### src/rtl/mck_pkg.sv
// package: constants, pattern tables, types and decode function for the morse keyer
`default_nettype none
package mck_pkg;

    localparam int UNIT_W       = 14;
    localparam int DUR_W        = 16;
    localparam int CHAR_W       = 8;
    localparam int MAX_ELEMS    = 5;
    localparam int LEN_W        = 3;
    localparam int NUM_LETTERS  = 26;
    localparam int NUM_SYMBOLS  = 36;
    localparam int SEL_W        = 6;
    localparam int QUEUE_DEPTH_DEF = 8;

    localparam logic [UNIT_W-1:0] UNIT_RESET = 14'd45;

    localparam logic [CHAR_W-1:0] CH_LA    = 8'h61;
    localparam logic [CHAR_W-1:0] CH_LZ    = 8'h7A;
    localparam logic [CHAR_W-1:0] CH_UA    = 8'h41;
    localparam logic [CHAR_W-1:0] CH_UZ    = 8'h5A;
    localparam logic [CHAR_W-1:0] CH_0     = 8'h30;
    localparam logic [CHAR_W-1:0] CH_9     = 8'h39;
    localparam logic [CHAR_W-1:0] CASE_OFS = 8'h20;

    // element count per symbol, A-Z then 0-9
    localparam logic [LEN_W-1:0] PAT_LEN [NUM_SYMBOLS] = '{
        3'd2, 3'd4, 3'd4, 3'd3, 3'd1, 3'd4, 3'd3, 3'd4, 3'd2, 3'd4,
        3'd3, 3'd4, 3'd2, 3'd2, 3'd3, 3'd4, 3'd4, 3'd3, 3'd3, 3'd1,
        3'd3, 3'd4, 3'd3, 3'd4, 3'd4, 3'd4,
        3'd5, 3'd5, 3'd5, 3'd5, 3'd5, 3'd5, 3'd5, 3'd5, 3'd5, 3'd5
    };

    // element bits, first element in the highest used bit, 1 = dah
    localparam logic [MAX_ELEMS-1:0] PAT_BITS [NUM_SYMBOLS] = '{
        5'd1,  5'd8,  5'd10, 5'd4,  5'd0,  5'd2,  5'd6,  5'd0,  5'd0,  5'd7,
        5'd5,  5'd4,  5'd3,  5'd2,  5'd7,  5'd6,  5'd13, 5'd2,  5'd0,  5'd1,
        5'd1,  5'd1,  5'd3,  5'd9,  5'd11, 5'd12,
        5'd31, 5'd15, 5'd7,  5'd3,  5'd1,  5'd0,  5'd16, 5'd24, 5'd28, 5'd30
    };

    typedef enum logic [2:0] {
        ST_IDLE,
        ST_TONE,
        ST_GAP,
        ST_CLOSE,
        ST_WORD
    } seg_state_t;

    typedef struct packed {
        logic                 known;
        logic [LEN_W-1:0]     len;
        logic [MAX_ELEMS-1:0] pat;   // first element in the top bit
    } dec_t;

    typedef struct packed {
        logic              key_down;
        logic [DUR_W-1:0]  duration_ms;
        logic              last_of_char;
    } seg_t;

    // character hand-off from the queue to the segment generator
    typedef struct packed {
        logic              valid;
        logic [CHAR_W-1:0] code;
    } chr_t;

    function automatic dec_t mck_decode(input logic [CHAR_W-1:0] code);
        logic [CHAR_W-1:0] c;
        logic [SEL_W-1:0]  sel;
        dec_t              d;
        c   = code;
        sel = '0;
        d   = '0;
        if (c inside {[CH_LA:CH_LZ]})
            c = c - CASE_OFS;
        if (c inside {[CH_UA:CH_UZ]})
        begin
            d.known = 1'b1;
            sel     = SEL_W'(c - CH_UA);
        end
        else if (c inside {[CH_0:CH_9]})
        begin
            d.known = 1'b1;
            sel     = SEL_W'(c - CH_0) + SEL_W'(NUM_LETTERS);
        end
        if (d.known)
        begin
            d.len = PAT_LEN[sel];
            d.pat = MAX_ELEMS'(PAT_BITS[sel] << (LEN_W'(MAX_ELEMS) - d.len));
        end
        return d;
    endfunction

endpackage
`default_nettype wire

### src/rtl/morse_code_keyer_top.sv
// top level of the morse code keyer: config register, character queue, segment generator
//
//  channel  direction  handshake           payload
//  in       input      in_valid/in_stall   char_code
//  out      output     out_valid/out_stall key_down, duration_ms, last_of_char
//  cfg      input      cfg_we              cfg_wdata (unit length, ms)
//
// one segment per cycle from the generator unless out_stall holds it: a letter or digit
// takes 2 to 10 segments, any other character 1 segment; the next character is read out
// of the queue ram only after the previous take, so short characters can leave the output idle.
// characters are taken every cycle until the ram holds QUEUE_DEPTH, plus one held.
// asynchronous active-low reset; the queue ram holds no reset values.
// a stalled segment holds in the output register while the generator waits.
`default_nettype none
module morse_code_keyer_top #(
    parameter int QUEUE_DEPTH = mck_pkg::QUEUE_DEPTH_DEF
) (
    input  wire logic                       clk,
    input  wire logic                       rst_n,
    input  wire logic                       cfg_we,
    input  wire logic [mck_pkg::UNIT_W-1:0] cfg_wdata,
    input  wire logic                       in_valid,
    output logic                            in_stall,
    input  wire logic [mck_pkg::CHAR_W-1:0] char_code,
    output logic                            out_valid,
    input  wire logic                       out_stall,
    output logic                            key_down,
    output logic [mck_pkg::DUR_W-1:0]       duration_ms,
    output logic                            last_of_char
);
    import mck_pkg::*;

    logic [UNIT_W-1:0] unit_reg;
    chr_t              chr;
    logic              chr_take;
    seg_t              seg;

    always_ff @(posedge clk or negedge rst_n)
    begin
        if (!rst_n)
            unit_reg <= UNIT_RESET;
        else if (cfg_we)
            unit_reg <= cfg_wdata;
    end

    mck_char_queue #(
        .DEPTH (QUEUE_DEPTH)
    ) u_queue (
        .clk       (clk),
        .rst_n     (rst_n),
        .in_valid  (in_valid),
        .in_stall  (in_stall),
        .char_code (char_code),
        .chr       (chr),
        .chr_take  (chr_take)
    );

    mck_seg_gen u_seg_gen (
        .clk       (clk),
        .rst_n     (rst_n),
        .chr       (chr),
        .chr_take  (chr_take),
        .unit      (unit_reg),
        .out_valid (out_valid),
        .out_stall (out_stall),
        .seg_out   (seg)
    );

    assign key_down     = seg.key_down;
    assign duration_ms  = seg.duration_ms;
    assign last_of_char = seg.last_of_char;

endmodule
`default_nettype wire

### src/rtl/mck_ram.sv
// generic single-write, single-read ram with registered read data
`default_nettype none
module mck_ram #(
    parameter int WIDTH = 8,
    parameter int DEPTH = 8
) (
    input  wire logic                     clk,
    input  wire logic                     we,
    input  wire logic [$clog2(DEPTH)-1:0] waddr,
    input  wire logic [WIDTH-1:0]         wdata,
    input  wire logic                     re,
    input  wire logic [$clog2(DEPTH)-1:0] raddr,
    output logic      [WIDTH-1:0]         rdata
);

    logic [WIDTH-1:0] mem [DEPTH];
    logic [WIDTH-1:0] rdata_reg;

    always_ff @(posedge clk)
    begin
        if (we)
            mem[waddr] <= wdata;
        if (re)
            rdata_reg <= mem[raddr];
    end

    assign rdata = rdata_reg;

endmodule
`default_nettype wire

### src/rtl/mck_char_queue.sv
// character queue: ring buffer in ram, read pointer logic and a hold register
`default_nettype none
module mck_char_queue #(
    parameter int DEPTH = 8
) (
    input  wire logic                      clk,
    input  wire logic                      rst_n,
    input  wire logic                      in_valid,
    output logic                           in_stall,
    input  wire logic [mck_pkg::CHAR_W-1:0] char_code,
    output mck_pkg::chr_t                  chr,
    input  wire logic                      chr_take
);
    import mck_pkg::*;

    localparam int AW    = $clog2(DEPTH);
    localparam int CNT_W = AW + 1;

    logic [AW-1:0]     wr_ptr_reg, wr_ptr_next;
    logic [AW-1:0]     rd_ptr_reg, rd_ptr_next;
    logic [CNT_W-1:0]  count_reg, count_next;
    logic              rd_pend_reg;
    logic              hold_valid_reg, hold_valid_next;
    logic [CHAR_W-1:0] hold_char_reg;
    logic [CHAR_W-1:0] ram_rdata;
    logic              wr_en;
    logic              rd_issue;

    assign in_stall = (count_reg == CNT_W'(DEPTH));
    assign wr_en    = in_valid && !in_stall;
    // one read in flight, and only into an empty hold register
    assign rd_issue = (count_reg != '0) && !rd_pend_reg && !hold_valid_reg;

    mck_ram #(
        .WIDTH (CHAR_W),
        .DEPTH (DEPTH)
    ) u_ram (
        .clk   (clk),
        .we    (wr_en),
        .waddr (wr_ptr_reg),
        .wdata (char_code),
        .re    (rd_issue),
        .raddr (rd_ptr_reg),
        .rdata (ram_rdata)
    );

    always_comb
    begin
        wr_ptr_next = wr_ptr_reg;
        rd_ptr_next = rd_ptr_reg;
        count_next  = count_reg;
        if (wr_en)
            wr_ptr_next = (wr_ptr_reg == AW'(DEPTH - 1)) ? '0 : wr_ptr_reg + 1'b1;
        if (rd_issue)
            rd_ptr_next = (rd_ptr_reg == AW'(DEPTH - 1)) ? '0 : rd_ptr_reg + 1'b1;
        if (wr_en && !rd_issue)
            count_next = count_reg + 1'b1;
        else if (!wr_en && rd_issue)
            count_next = count_reg - 1'b1;
        hold_valid_next = hold_valid_reg;
        if (rd_pend_reg)
            hold_valid_next = 1'b1;
        else if (chr_take)
            hold_valid_next = 1'b0;
    end

    always_ff @(posedge clk or negedge rst_n)
    begin
        if (!rst_n)
        begin
            wr_ptr_reg     <= '0;
            rd_ptr_reg     <= '0;
            count_reg      <= '0;
            rd_pend_reg    <= 1'b0;
            hold_valid_reg <= 1'b0;
        end
        else
        begin
            wr_ptr_reg     <= wr_ptr_next;
            rd_ptr_reg     <= rd_ptr_next;
            count_reg      <= count_next;
            rd_pend_reg    <= rd_issue;
            hold_valid_reg <= hold_valid_next;
        end
    end

    always_ff @(posedge clk)
    begin
        if (rd_pend_reg)
            hold_char_reg <= ram_rdata;
    end

    assign chr.valid = hold_valid_reg;
    assign chr.code  = hold_char_reg;

endmodule
`default_nettype wire

### src/rtl/mck_seg_gen.sv
// segment generator: expands one character into keying segments, output register
`default_nettype none
module mck_seg_gen (
    input  wire logic                       clk,
    input  wire logic                       rst_n,
    input  wire mck_pkg::chr_t              chr,
    output logic                            chr_take,
    input  wire logic [mck_pkg::UNIT_W-1:0] unit,
    output logic                            out_valid,
    input  wire logic                       out_stall,
    output mck_pkg::seg_t                   seg_out
);
    import mck_pkg::*;

    seg_state_t           state_reg, state_next;
    logic [LEN_W-1:0]     rem_reg, rem_next;
    logic [MAX_ELEMS-1:0] pat_reg, pat_next;
    logic                 out_valid_reg;
    seg_t                 seg_reg;
    seg_t                 seg;
    dec_t                 dec;
    logic                 out_free;
    logic                 emit;
    logic                 done;
    logic [DUR_W-1:0]     dur1, dur3, dur4;

    assign dec      = mck_decode(chr.code);
    assign out_free = !out_valid_reg || !out_stall;
    assign emit     = (state_reg != ST_IDLE) && out_free;
    assign done     = (state_reg == ST_IDLE) || (emit && seg.last_of_char);
    assign chr_take = chr.valid && done;

    assign dur1 = DUR_W'(unit);
    assign dur3 = dur1 + (dur1 << 1);
    assign dur4 = dur1 << 2;

    // next state
    always_comb
    begin
        state_next = state_reg;
        rem_next   = rem_reg;
        pat_next   = pat_reg;
        case (state_reg)
            ST_IDLE:
                state_next = ST_IDLE;
            ST_TONE:
                if (emit)
                    state_next = (rem_reg > LEN_W'(1)) ? ST_GAP : ST_CLOSE;
            ST_GAP:
                if (emit)
                begin
                    state_next = ST_TONE;
                    rem_next   = rem_reg - 1'b1;
                    pat_next   = pat_reg << 1;
                end
            ST_CLOSE, ST_WORD:
                if (emit)
                    state_next = ST_IDLE;
            default:
                state_next = ST_IDLE;
        endcase
        if (chr_take)
        begin
            state_next = dec.known ? ST_TONE : ST_WORD;
            rem_next   = dec.len;
            pat_next   = dec.pat;
        end
    end

    // segment for the current state
    always_comb
    begin
        seg = '0;
        case (state_reg)
            ST_TONE:
            begin
                seg.key_down    = 1'b1;
                seg.duration_ms = pat_reg[MAX_ELEMS-1] ? dur3 : dur1;
            end
            ST_GAP:
                seg.duration_ms = dur1;
            ST_CLOSE:
            begin
                seg.duration_ms  = dur3;
                seg.last_of_char = 1'b1;
            end
            ST_WORD:
            begin
                seg.duration_ms  = dur4;
                seg.last_of_char = 1'b1;
            end
            default:
                seg = '0;
        endcase
    end

    always_ff @(posedge clk or negedge rst_n)
    begin
        if (!rst_n)
        begin
            state_reg     <= ST_IDLE;
            rem_reg       <= '0;
            pat_reg       <= '0;
            out_valid_reg <= 1'b0;
        end
        else
        begin
            state_reg <= state_next;
            rem_reg   <= rem_next;
            pat_reg   <= pat_next;
            if (out_free)
                out_valid_reg <= emit;
        end
    end

    always_ff @(posedge clk)
    begin
        if (emit)
            seg_reg <= seg;
    end

    assign out_valid = out_valid_reg;
    assign seg_out   = seg_reg;

endmodule
`default_nettype wire

### config.mk
export PLATFORM = sky130hd
export DESIGN_NAME = morse_code_keyer_top
export DESIGN_NICKNAME = d
export VERILOG_FILES = /design/src/rtl/mck_pkg.sv /design/src/rtl/morse_code_keyer_top.sv /design/src/rtl/mck_ram.sv /design/src/rtl/mck_char_queue.sv /design/src/rtl/mck_seg_gen.sv
export SDC_FILE = /design/constraint.sdc
export NUM_CORES = 1
export LEC_CHECK = 0
export BUFFER_PORTS_ARGS = -buffer_cell sky130_fd_sc_hd__buf_2
export CAP_MARGIN = 40
export CORE_MARGIN = 4
export CORE_UTILIZATION = 30
export DETAILED_ROUTE_END_ITERATION = 7
export PLACE_DENSITY_LB_ADDON = 0.05
export SYNTH_ARGS = -nofsm -noshare
export SYNTH_HDL_FRONTEND = slang
export SYNTH_SLANG_ARGS = --single-unit
### constraint.sdc
create_clock -name clk -period 7.7 [get_ports clk]
set_clock_uncertainty 0.1 [all_clocks]
set_input_delay 1.54 -clock clk [delete_from_list [all_inputs] [get_ports clk]]
set_output_delay 1.54 -clock clk [all_outputs]
set_load 0.01 [all_outputs]
* After elaboration in Yosys (flattened, before gate mapping)
Memory sizes are Yosys's and may differ from the RTL's. A register that Yosys moved wholly into a read port is not among the register bits.
Cells that the tools add are included.
** Storage, ports and cells
- Memories kept :: 3
- Register bits :: 64
- Memory bits (writable) :: 64
- Memory bits (read-only) :: 512
- Bits of input ports :: 27
- Bits in latches :: 0
** Memory list
- (no name shown) :: words 64, width 5, read ports 1, clocked after memory_dff 0, wr ports 0, RTL line mck_pkg.sv:89 : d.pat = MAX_ELEMS'(PAT_BITS[sel] << (LEN_W'(MAX_ELEMS) - d.len));
- (no name shown) :: words 64, width 3, read ports 1, clocked after memory_dff 0, wr ports 0, RTL line mck_pkg.sv:88 : d.len = PAT_LEN[sel];
- u_queue.u_ram.mem :: words 8, width 8, read ports 1, clocked after memory_dff 1, wr ports 1, RTL line mck_ram.sv:16 : logic [WIDTH-1:0] mem [DEPTH];
** Operators by class
- $add $sub $neg :: 11
- Mux-type cells :: 35
- Reductions and logical operators :: 30
- Divide/modulo/power cells :: 0
- Shifts and indexed selects :: 1
- Bitwise logic cells :: 1
- Order comparisons :: 8
- Equality and inequality tests :: 10
- Multiply operators :: 0
** Operator list (number)
- $pmux W16 S4 :: 1
- $mux W3 :: 12
- $mux W5 :: 5
- $add A14 B15 Y16 :: 1
- $ge A8 B7 Y1 const B :: 2
- $le A8 B7 Y1 const B :: 2
- $mux W16 :: 1
- $mux W8 :: 2
- $mux W6 :: 2
- $logic_and A1 B1 Y1 :: 11
- $eq A3 B3 Y1 const B :: 3
- $mux W1 :: 9
- $pmux W3 S3 :: 1
- $ge A8 B6 Y1 const B :: 1
- $le A8 B6 Y1 const B :: 1
- $mux W4 :: 2
- $reduce_bool A2 Y1 :: 4
- $sub A8 B6 Y8 const B :: 1
- $ge A7 B7 Y1 const B :: 1
- $logic_not A1 Y1 :: 7
- $not A6 Y7 :: 1
- $add A3 B1 Y3 const B :: 2
- $add A6 B5 Y6 const B :: 1
- $eq A3 B2 Y1 const B :: 2
- 19 further kinds :: 21

* Depth between registers and ports, before layout
Gate-level depths: netlist (run 1).
- Word-level depth :: 15
- Mapped depth :: 19

* Cells and area by module
From an unflattened synthesis (run 1), not the netlist that was laid out.
** Second synthesis, totals
- Cell total of the unflattened synthesis :: 575
- Area, all modules :: 7398.3 um^2
** By module, submodules not included
- mck_seg_gen :: cells an instance 364, times used 1, area each 3131.8 um^2, seq. area each 840.8 um^2
- mck_ram :: cells an instance 114, times used 1, area each 2771.4 um^2, seq. area each 2162.1 um^2
- mck_char_queue :: cells an instance 68, times used 1, area each 970.9 um^2, seq. area each 540.5 um^2
- morse_code_keyer_top :: cells an instance 29, times used 1, area each 524.3 um^2, seq. area each 355.3 um^2

* Least setup slack after synthesis (run 1)
No wires, ideal clock.
- Path kind :: reg-to-reg
- From :: register u_queue.hold_char_reg[5]
- To :: register u_seg_gen.pat_reg[4]
- Setup time :: 125 ps
- Path slack :: 2997 ps
- Required time :: 7475 ps
- Clock period less this slack :: 4703 ps
- Stages on the path, launching flop included :: 18
- Arrival :: 4478 ps
- Path through :: edfxtp_1 inv_1 ha_1 o21ai_0 o2111ai_4 or2_2 buf_6 o21ai_0 inv_1 ha_1 or4_2 o211ai_1 a21oi_2 or3_1 or2_1 buf_6 a31oi_1 o21ai_1
** Between the ends
- Longest elaborated chain between the ends :: 15
- Elaborated cells between the ends (all ways) :: 29
- Classes of those cells :: 5 x add/sub; 6 x order compare; 1 x shift; 11 x mux; 1 x bitwise; 3 x reduce/logical; 2 x memory
** Ends and longest elaborated chain
- from (decl) :: RTL line mck_char_queue.sv:24 : logic [CHAR_W-1:0] hold_char_reg;
- from (signal assigned) :: RTL line mck_char_queue.sv:90 : hold_char_reg <= ram_rdata;
- $ge A8 B7 Y1 / $le A8 B7 Y1 (equally long branches) :: RTL line mck_pkg.sv:74 : if (c inside {[CH_LA:CH_LZ]})
- $logic_and A1 B1 Y1 :: RTL line mck_pkg.sv:74
- $mux W8 (*) :: RTL line mck_pkg.sv:74
- $sub A6 B6 Y6 (tied with other cells) :: RTL line mck_pkg.sv:84 : sel = SEL_W'(c - CH_0) + SEL_W'(NUM_LETTERS);
- $add A6 B5 Y6 / $logic_and A1 B1 Y1 (equally long branches) :: RTL line mck_pkg.sv:84, mck_pkg.sv:81
- $mux W6 :: RTL line mck_pkg.sv:81 : else if (c inside {[CH_0:CH_9]})
- $mux W6 :: RTL line mck_pkg.sv:76 : if (c inside {[CH_UA:CH_UZ]})
- $not A6 Y7 (not written as such) :: RTL line mck_pkg.sv:88, mck_pkg.sv:89
- $mem_v2 Z64 W3
- $mux W3 (not written as such) (2 in a row) :: RTL line mck_pkg.sv:88
- $sub A3 B3 Y3 :: RTL line mck_pkg.sv:89
- $shl A5 B3 Y5 :: RTL line mck_pkg.sv:89
- $mux W8 (*) :: RTL line mck_pkg.sv:86 : if (d.known)
- $mux W5 (*) :: RTL line mck_seg_gen.sv:62 : if (chr_take)
- to (signal assigned) :: RTL line mck_seg_gen.sv:110 : pat_reg <= pat_next;
- to (decl) :: RTL line mck_seg_gen.sv:17 : logic [MAX_ELEMS-1:0] pat_reg, pat_next;
Every way passes the cells marked *; elsewhere a longest branch is shown, timed or not. The select of a mux whose other input is x is not followed.
A chain may end at the register's enable or synchronous reset.

* Worst setup path in the final report (run 1)
- From :: register u_queue.hold_char_reg[0]
- To :: register u_seg_gen.pat_reg[3]
The elaborated chain is that of the path after synthesis.

==> results.md, run 1 <==
- Outcome: finished clean
- GRT Util Overall: 13.0%
- Hpwl dp: 11800 um
- Drc violations: 0
- H-tree depth: 4
- Hold WS: 0.319 ns
- Post-synth EDFFs: 98
- Routed wire length per instance: 17.3 um
- 1st-pass router iterations: 4
- Largest family of logic cells by synthesized area: compound AO/OA/AOI/OAI gates
- Die H: 162 um
- Core Footprint: 0.0235 sq mm
- Startpoint types: register
- WHS Path Cells: 0
- Clk buf depth: 2
- Area of the mapped netlist: 0.00715 sq mm
- Final Cell Area: 0.00842 sq mm
- Main flop type after synthesis: edfxtp_1
- Clock Tree Root: clkbuf_16
- Post-synth cell types: 74
- # diodes: 0
- Layout Area Growth over Synthesis: 17.7%
- Xor and xnor area share after synthesis: 2.69%
- Post-cts gate resize count: 0
- Fin. Hold Viols: 0
- Final setup fails: 0
- Clock Sinks: 136
- Reg clk slew, reported paths: 0.07 ns
- Total Wirelength: 16500 um
- Final period utilization: 69.6%
- Critical Path AT: 5.59 ns
- Number of global-route vias before repair: 4730
- Placed Instance Area: 0.00784 sq mm
- Worst slew pin tran: 0.861 ns
- 1st-iter DRT viols: 255
- Maximum vdd drop: 139 uV
- Peak fanout along the critical path: 9
- Number of I/O port buffers: 46
- Largest net degree at the start of global routing: 31
- Post-Syn Nets: 633
- Fill cells: 2283
- Setup TNS: 0 ns
- Row count: 56
- Leak Pwr: 3.23 nW
- Slew margin rel.: 42.6%
- Initial antenna violation count: 1
- Post-synthesis compound-gate area fraction: 14.1%
- Synth Area in Simple Gates: 8.82%
- Yosys reg bits: 136
- Avg Vias per Cell: 4.89
- Unrepaired setup endpoints after global routing: false
- Max FFs per register: 64
- Avg Cell Area, Syn: 12.7 sq um
- Via count: 4679
- GRT overflow: 0
- Post-CTS Setup Bufs: 0
- Initial core utilization: 30.5%
- Worst-skew pair later-pin latency: 0.42 ns
- Ys async rst share: 27.9%
- Synth Area in Adders: 7.52%
- Max-cap violations: 0
- Post-synthesis mux area share: 9.48%
- Critical path endpoint category: register
- Post-CTS Hold Buffers: 0
- Final #Nets: 692
- Slew Viols, Final: 0
- ANT nets after route: 0
- Fin crit period: 5.36 ns
- TritonCTS clock tree: yes
- Share of cells above drive strength 1: 25.1%
- Final GP Congestion: 0.805
- Die area: 0.0264 sq mm
- I/O Pins: 47
- Mapped Cells: 565
- Chip Width: 162 um
- Hold Crit Class: reg2reg
- Global-route wire length before repair: 26600 um
- Number of CTS-inserted buffers: 17
- Fraction of the yosys area taken by sequential cells: 54.5%
- Max Clk Rate: 187 MHz
- Cells on worst reg2reg path: 16
- WP data required: 7.93 ns
- PwrDens: 406 mW/mm^2
- Syn. warnings: 0
- Crit Path Category: reg2reg
## cells in the final DEF, fill, tap and decap left out, types with 9 or more instances in the layout
master	instances
xnor2_1	15
nor2_1	28
inv_1	26
nor3_1	9
o21ai_0	36
a22oi_1	11
buf_4	13
buf_2	46
dfrtp_1	34
mux4_2	16
clkbuf_16	17
mux2_2	22
edfxtp_1	98
ha_1	39
a21o_1	9
a21oi_1	25
nand2_1	43
## kinds of logic after synthesis
kind of cell,after synthesis
buffers and inverters,47
and+or+nand+nor,126
xor gates and xnor gates,22
muxes,45
AOI/OAI and AO/OA,147
adders and majority gates,42
DFF,136
## worst paths after layout
| path | from | end | slack [ns] |
|---|---|---|---|
| setup / recovery | u_queue.hold_char_reg[0] | u_seg_gen.pat_reg[3] | 2.34 |
| hold / removal | u_queue.u_ram.rdata[4] | u_queue.hold_char_reg[4] | 0.32 |
| setup reg to reg | u_queue.hold_char_reg[0] | u_seg_gen.pat_reg[3] | 2.34 |
| hold reg to reg | u_queue.u_ram.rdata[4] | u_queue.hold_char_reg[4] | 0.32 |
| max in group asynchronous | rst_n | unit_reg[2] | 6.10 |
| min in group asynchronous | rst_n | unit_reg[9] | 0.87 |
## routing by layer
metal  wire [um]  global-route usage [%]  share of wire [%]
met5           7                       0              0.042
met3         470                    3.11                2.8
met2        7780                    20.7                 47
met1        8080                    17.9                 49
met4         210                    3.77                1.3
## worst max-delay path: stages, from the launching register on
cell	delay, ns
edfxtp_1	0.50
inv_1	0.16
ha_1	0.30
or4b_4	0.24
o2111ai_4	0.15
or2_2	0.40
o21ai_0	0.68
inv_1	0.23
ha_1	0.42
or4_2	0.69
o211ai_1	0.17
a21oi_2	0.09
or3_1	0.40
xnor2_1	0.30
and2_4	0.22
o2111ai_1	0.09
o211ai_1	0.13
## per-stage QoR
step                      setup slack, ns  utilization [%]  std cells  total power, mW
after floorplan                      3.00                -        565             2.22
after global placement               2.62             32.9        914             2.59
after detailed placement             2.45             33.4        924             2.64
after CTS                            2.42             35.9        956             3.46
after global routing                 1.97             35.9        956             3.67
final                                2.34             35.9        956             3.42
## layout make-up
cell class	instances	area (sq um)	share of cell area, %
clock buffer	17	425	5.05
clock inverter	15	158	1.87
inverter	26	97.6	1.16
multi-input combinational	382	3070	36.4
sequential	136	3900	46.3
tap	319	399	4.74
timing repair buffer	61	375	4.46
## power breakdown
part           leakage, nW  internal [mW]  switching, mW
Clock                0.282          0.458          0.350
Combinational         1.57          0.595          0.807
Sequential            1.37           1.05          0.154
Total                 3.23           2.10           1.31
## synthesized netlist by cell type, drive strengths merged (7+ instances only)
cell,instances,area (sq um)
mux2i,7,70.1
dfrtp,34,851
ha,39,488
clkbuf,13,48.8
a22oi,11,82.6
nor2,28,105
mux2,22,248
o21ai,37,185
a21o,9,67.6
edfxtp,98,2940
mux4,16,360
buf,8,60.1
a31oi,8,50.1
xnor2,15,131
nand2,43,161
a21oi,27,143
nor3,13,65.1
o22ai,8,50.1
xor2,7,61.3
inv,26,97.6
Note: power is estimated with default switching activity, not from simulation.
==> run 2: changes to the inputs <==
--- a/config.mk
+++ b/config.mk
@@ -5,6 +5,7 @@
 export SDC_FILE = /design/constraint.sdc
 export NUM_CORES = 1
 export LEC_CHECK = 0
+export ABC_AREA = 1
 export BUFFER_PORTS_ARGS = -buffer_cell sky130_fd_sc_hd__buf_2
 export CAP_MARGIN = 40
 export CORE_MARGIN = 4
==> constraint.sdc (replaced) <==
create_clock -name clk -period 4.8 [get_ports clk]
set_clock_uncertainty 0.1 [all_clocks]
set_input_delay 0.96 -clock clk [delete_from_list [all_inputs] [get_ports clk]]
set_output_delay 0.96 -clock clk [all_outputs]
set_load 0.01 [all_outputs]
==> results.md, run 2 <==
- Outcome: finished clean
- Peak fanout along the critical path: 9
- Max FFs per register: 64
- H-tree depth: 4
- Crit path cell chain: inv_1, ha_1, nand3_1, nand2_1, nand3_2, nand3_1, nand2_2, nor2_4, nand3_4, o22ai_1, ha_1, inv_1, nand2_1, nand2_1, nor2_1, nor2_2, nand2_2, nand2_1, nand2_2, nand2_1, inv_2, nand2_1, nand2_1, a21oi_1
- Chip Width: 164 um
- Routed wire length per instance: 14.8 um
- Initial antenna violation count: 0
- Post-CTS Hold Buffers: 0
- Fill cells: 2401
- Number of CTS-inserted buffers: 17
- Top-count cell post-synth: nand2_1
- Final period utilization: 77.9%
- Crit Path Category: reg2reg
- Reg clk slew, reported paths: 0.08 ns
- Fraction of the yosys area taken by sequential cells: 53.2%
- TritonCTS clock tree: yes
- Largest net degree at the start of global routing: 35
- Maximum vdd drop: 217 uV
- Via count: 5522
- Clk buf depth: 2
- CP most frequent cell: nand2_1
- Number of I/O port buffers: 46
- Layout Area Growth over Synthesis: 17.8%
- Leak Pwr: 3.62 nW
- Clock Sinks: 136
- PwrDens: 671 mW/mm^2
- Ys async rst share: 27.9%
- Slowest Stage Delay on Critical Path: 0.51 ns
- Commonest cells post-synth: nand2_1, nor2_1, edfxtp_1
- Comb power frac: 44.7%
- I/O Pins: 47
- Post-synth EDFFs: 98
- Global-route wire length before repair: 28400 um
- Area of the mapped netlist: 0.00733 sq mm
- Final Cell Area: 0.00864 sq mm
- Setup TNS: 0 ns
- Final setup fails: 0
- Switching share of total power: 43.9%
- Max-cap violations: 0
- Syn. warnings: 0
- Internal power: 3.25 mW
- Hpwl dp: 12500 um
- Avg Cell Area, Syn: 9.32 sq um
- Hold WS: 0.295 ns
- Max Clk Rate: 267 MHz
- Total Wirelength: 17500 um
- ANT nets after route: 0
- Final GP Congestion: 0.851
- Unrepaired setup endpoints after global routing: false
- Post-synth top area cell: edfxtp_1
- Post-CTS Setup Bufs: 0
- Hold Crit Class: in2async
- Clock power frac: 22.9%
- Main flop type after synthesis: edfxtp_1
- # diodes: 0
- Number of global-route vias before repair: 5347
- Core Footprint: 0.0238 sq mm
- Drc violations: 0
- Commonest non-fill, non-tap cell in the layout: nand2_1
- Worst slew pin tran: 0.806 ns
- Startpoint types: register
- Post-cts gate resize count: 0
- Crit path buffers/inverters: 3
- Critical Path AT: 3.99 ns
- Row count: 56
- RR Startpoint: u_queue.hold_char_reg[1]
- 1st-iter DRT viols: 443
- Fin. Hold Viols: 0
- Post-Syn Nets: 855
- Clock Tree Root: clkbuf_16
- Worst-skew pair later-pin latency: 0.42 ns
- Share of cells above drive strength 1: 16.6%
- Slew margin rel.: 46.0%
- Initial core utilization: 30.9%
- Crit-path leading delay family: simple AND/OR/NAND/NOR gates
- 1st-pass router iterations: 6
- Critical path startpoint: u_queue.hold_char_reg[1]
- Slew Viols, Final: 0
- Placed Instance Area: 0.00801 sq mm
- Commonest non-fill, non-tap cells in the layout: nand2_1, nor2_1, edfxtp_1, o21ai_0, inv_1
- Die H: 164 um
- WP data required: 5.05 ns
- Post-synth cell types: 46
- Top cells by area, synth: edfxtp_1, dfrtp_1, ha_1, nand2_1, nor2_1
- Final #Nets: 916
- Mapped Cells: 787
- Critical path endpoint category: register
- Avg Vias per Cell: 4.68
- Yosys reg bits: 136
- Power share of the sequential group: 32.4%
- GRT Util Overall: 13.5%
- Fin crit period: 3.74 ns
- P_sw: 2.54 mW
- GRT overflow: 0
- Crit-path slowest cell: edfxtp_1
- Synth top area share: 40.1%
- Die area: 0.0270 sq mm
run 2: kinds of logic (layout without fill, tap and decap cells):
group	after synthesis	after routing	synth area share (%)
mux	2	2	0.307
xor+xnor	8	8	0.956
fa+ha+maj	41	41	7.20
simple gates	335	335	20.1
buf+inv	101	175	5.46
compound gates	164	164	12.8
flops	136	136	53.2
run 2: power groups by stage:
| stage | clock [mW] | combinational, mW | sequential [mW] |
|---|---|---|---|
| final | 1.33 | 2.59 | 1.88 |
| after global routing | 1.44 | 2.97 | 1.93 |
| after CTS | 1.37 | 2.62 | 1.89 |
| after detailed placement | 0 | 2.61 | 1.91 |
| after global placement | 0 | 2.56 | 1.90 |
| after floorplan | 0 | 1.91 | 1.87 |
run 2: layer usage:
metal	GRT usage, %	vias to the layer above	part of all wire (%)
li1	-	2834	-
met3	2.74	13	2.8
met1	18.9	2595	49
met5	0	-	0
met2	21.5	80	47
met4	3.13	0	1.0
run 2: worst paths after layout:
| kind | to | slack (ns) | cells past startpoint |
|---|---|---|---|
| worst max-delay path | u_seg_gen.pat_reg[4] | 1.06 | 24 |
| worst min-delay path | unit_reg[8] | 0.30 | 1 |
| worst max register to register | u_seg_gen.pat_reg[4] | 1.06 | 24 |
| worst min register to register | u_queue.hold_char_reg[3] | 0.32 | 0 |
| max in group asynchronous | unit_reg[0] | 3.77 | 2 |
| min in group clk | u_queue.hold_char_reg[3] | 0.32 | 0 |
run 2: final cells by class:
type | count | area (sq um) | share of cell area [%]
tap | 319 | 399 | 4.62
inverter | 84 | 318 | 3.68
clock buffer | 17 | 425 | 4.93
timing repair buffer | 59 | 360 | 4.17
clock inverter | 15 | 194 | 2.25
multi-input combinational | 550 | 3040 | 35.2
sequential | 136 | 3900 | 45.1
run 2: metrics by stage:
stage | worst slack, ns | power (mW) | util [%] | instances
final | 1.06 | 5.80 | 36.4 | 1180
after global routing | 0.608 | 6.34 | 36.4 | 1180
after CTS | 1.01 | 5.88 | 36.3 | 1179
after detailed placement | 1.01 | 4.52 | 33.7 | 1147
after global placement | 1.22 | 4.47 | 33.3 | 1137
after floorplan | 1.54 | 3.78 | - | 787
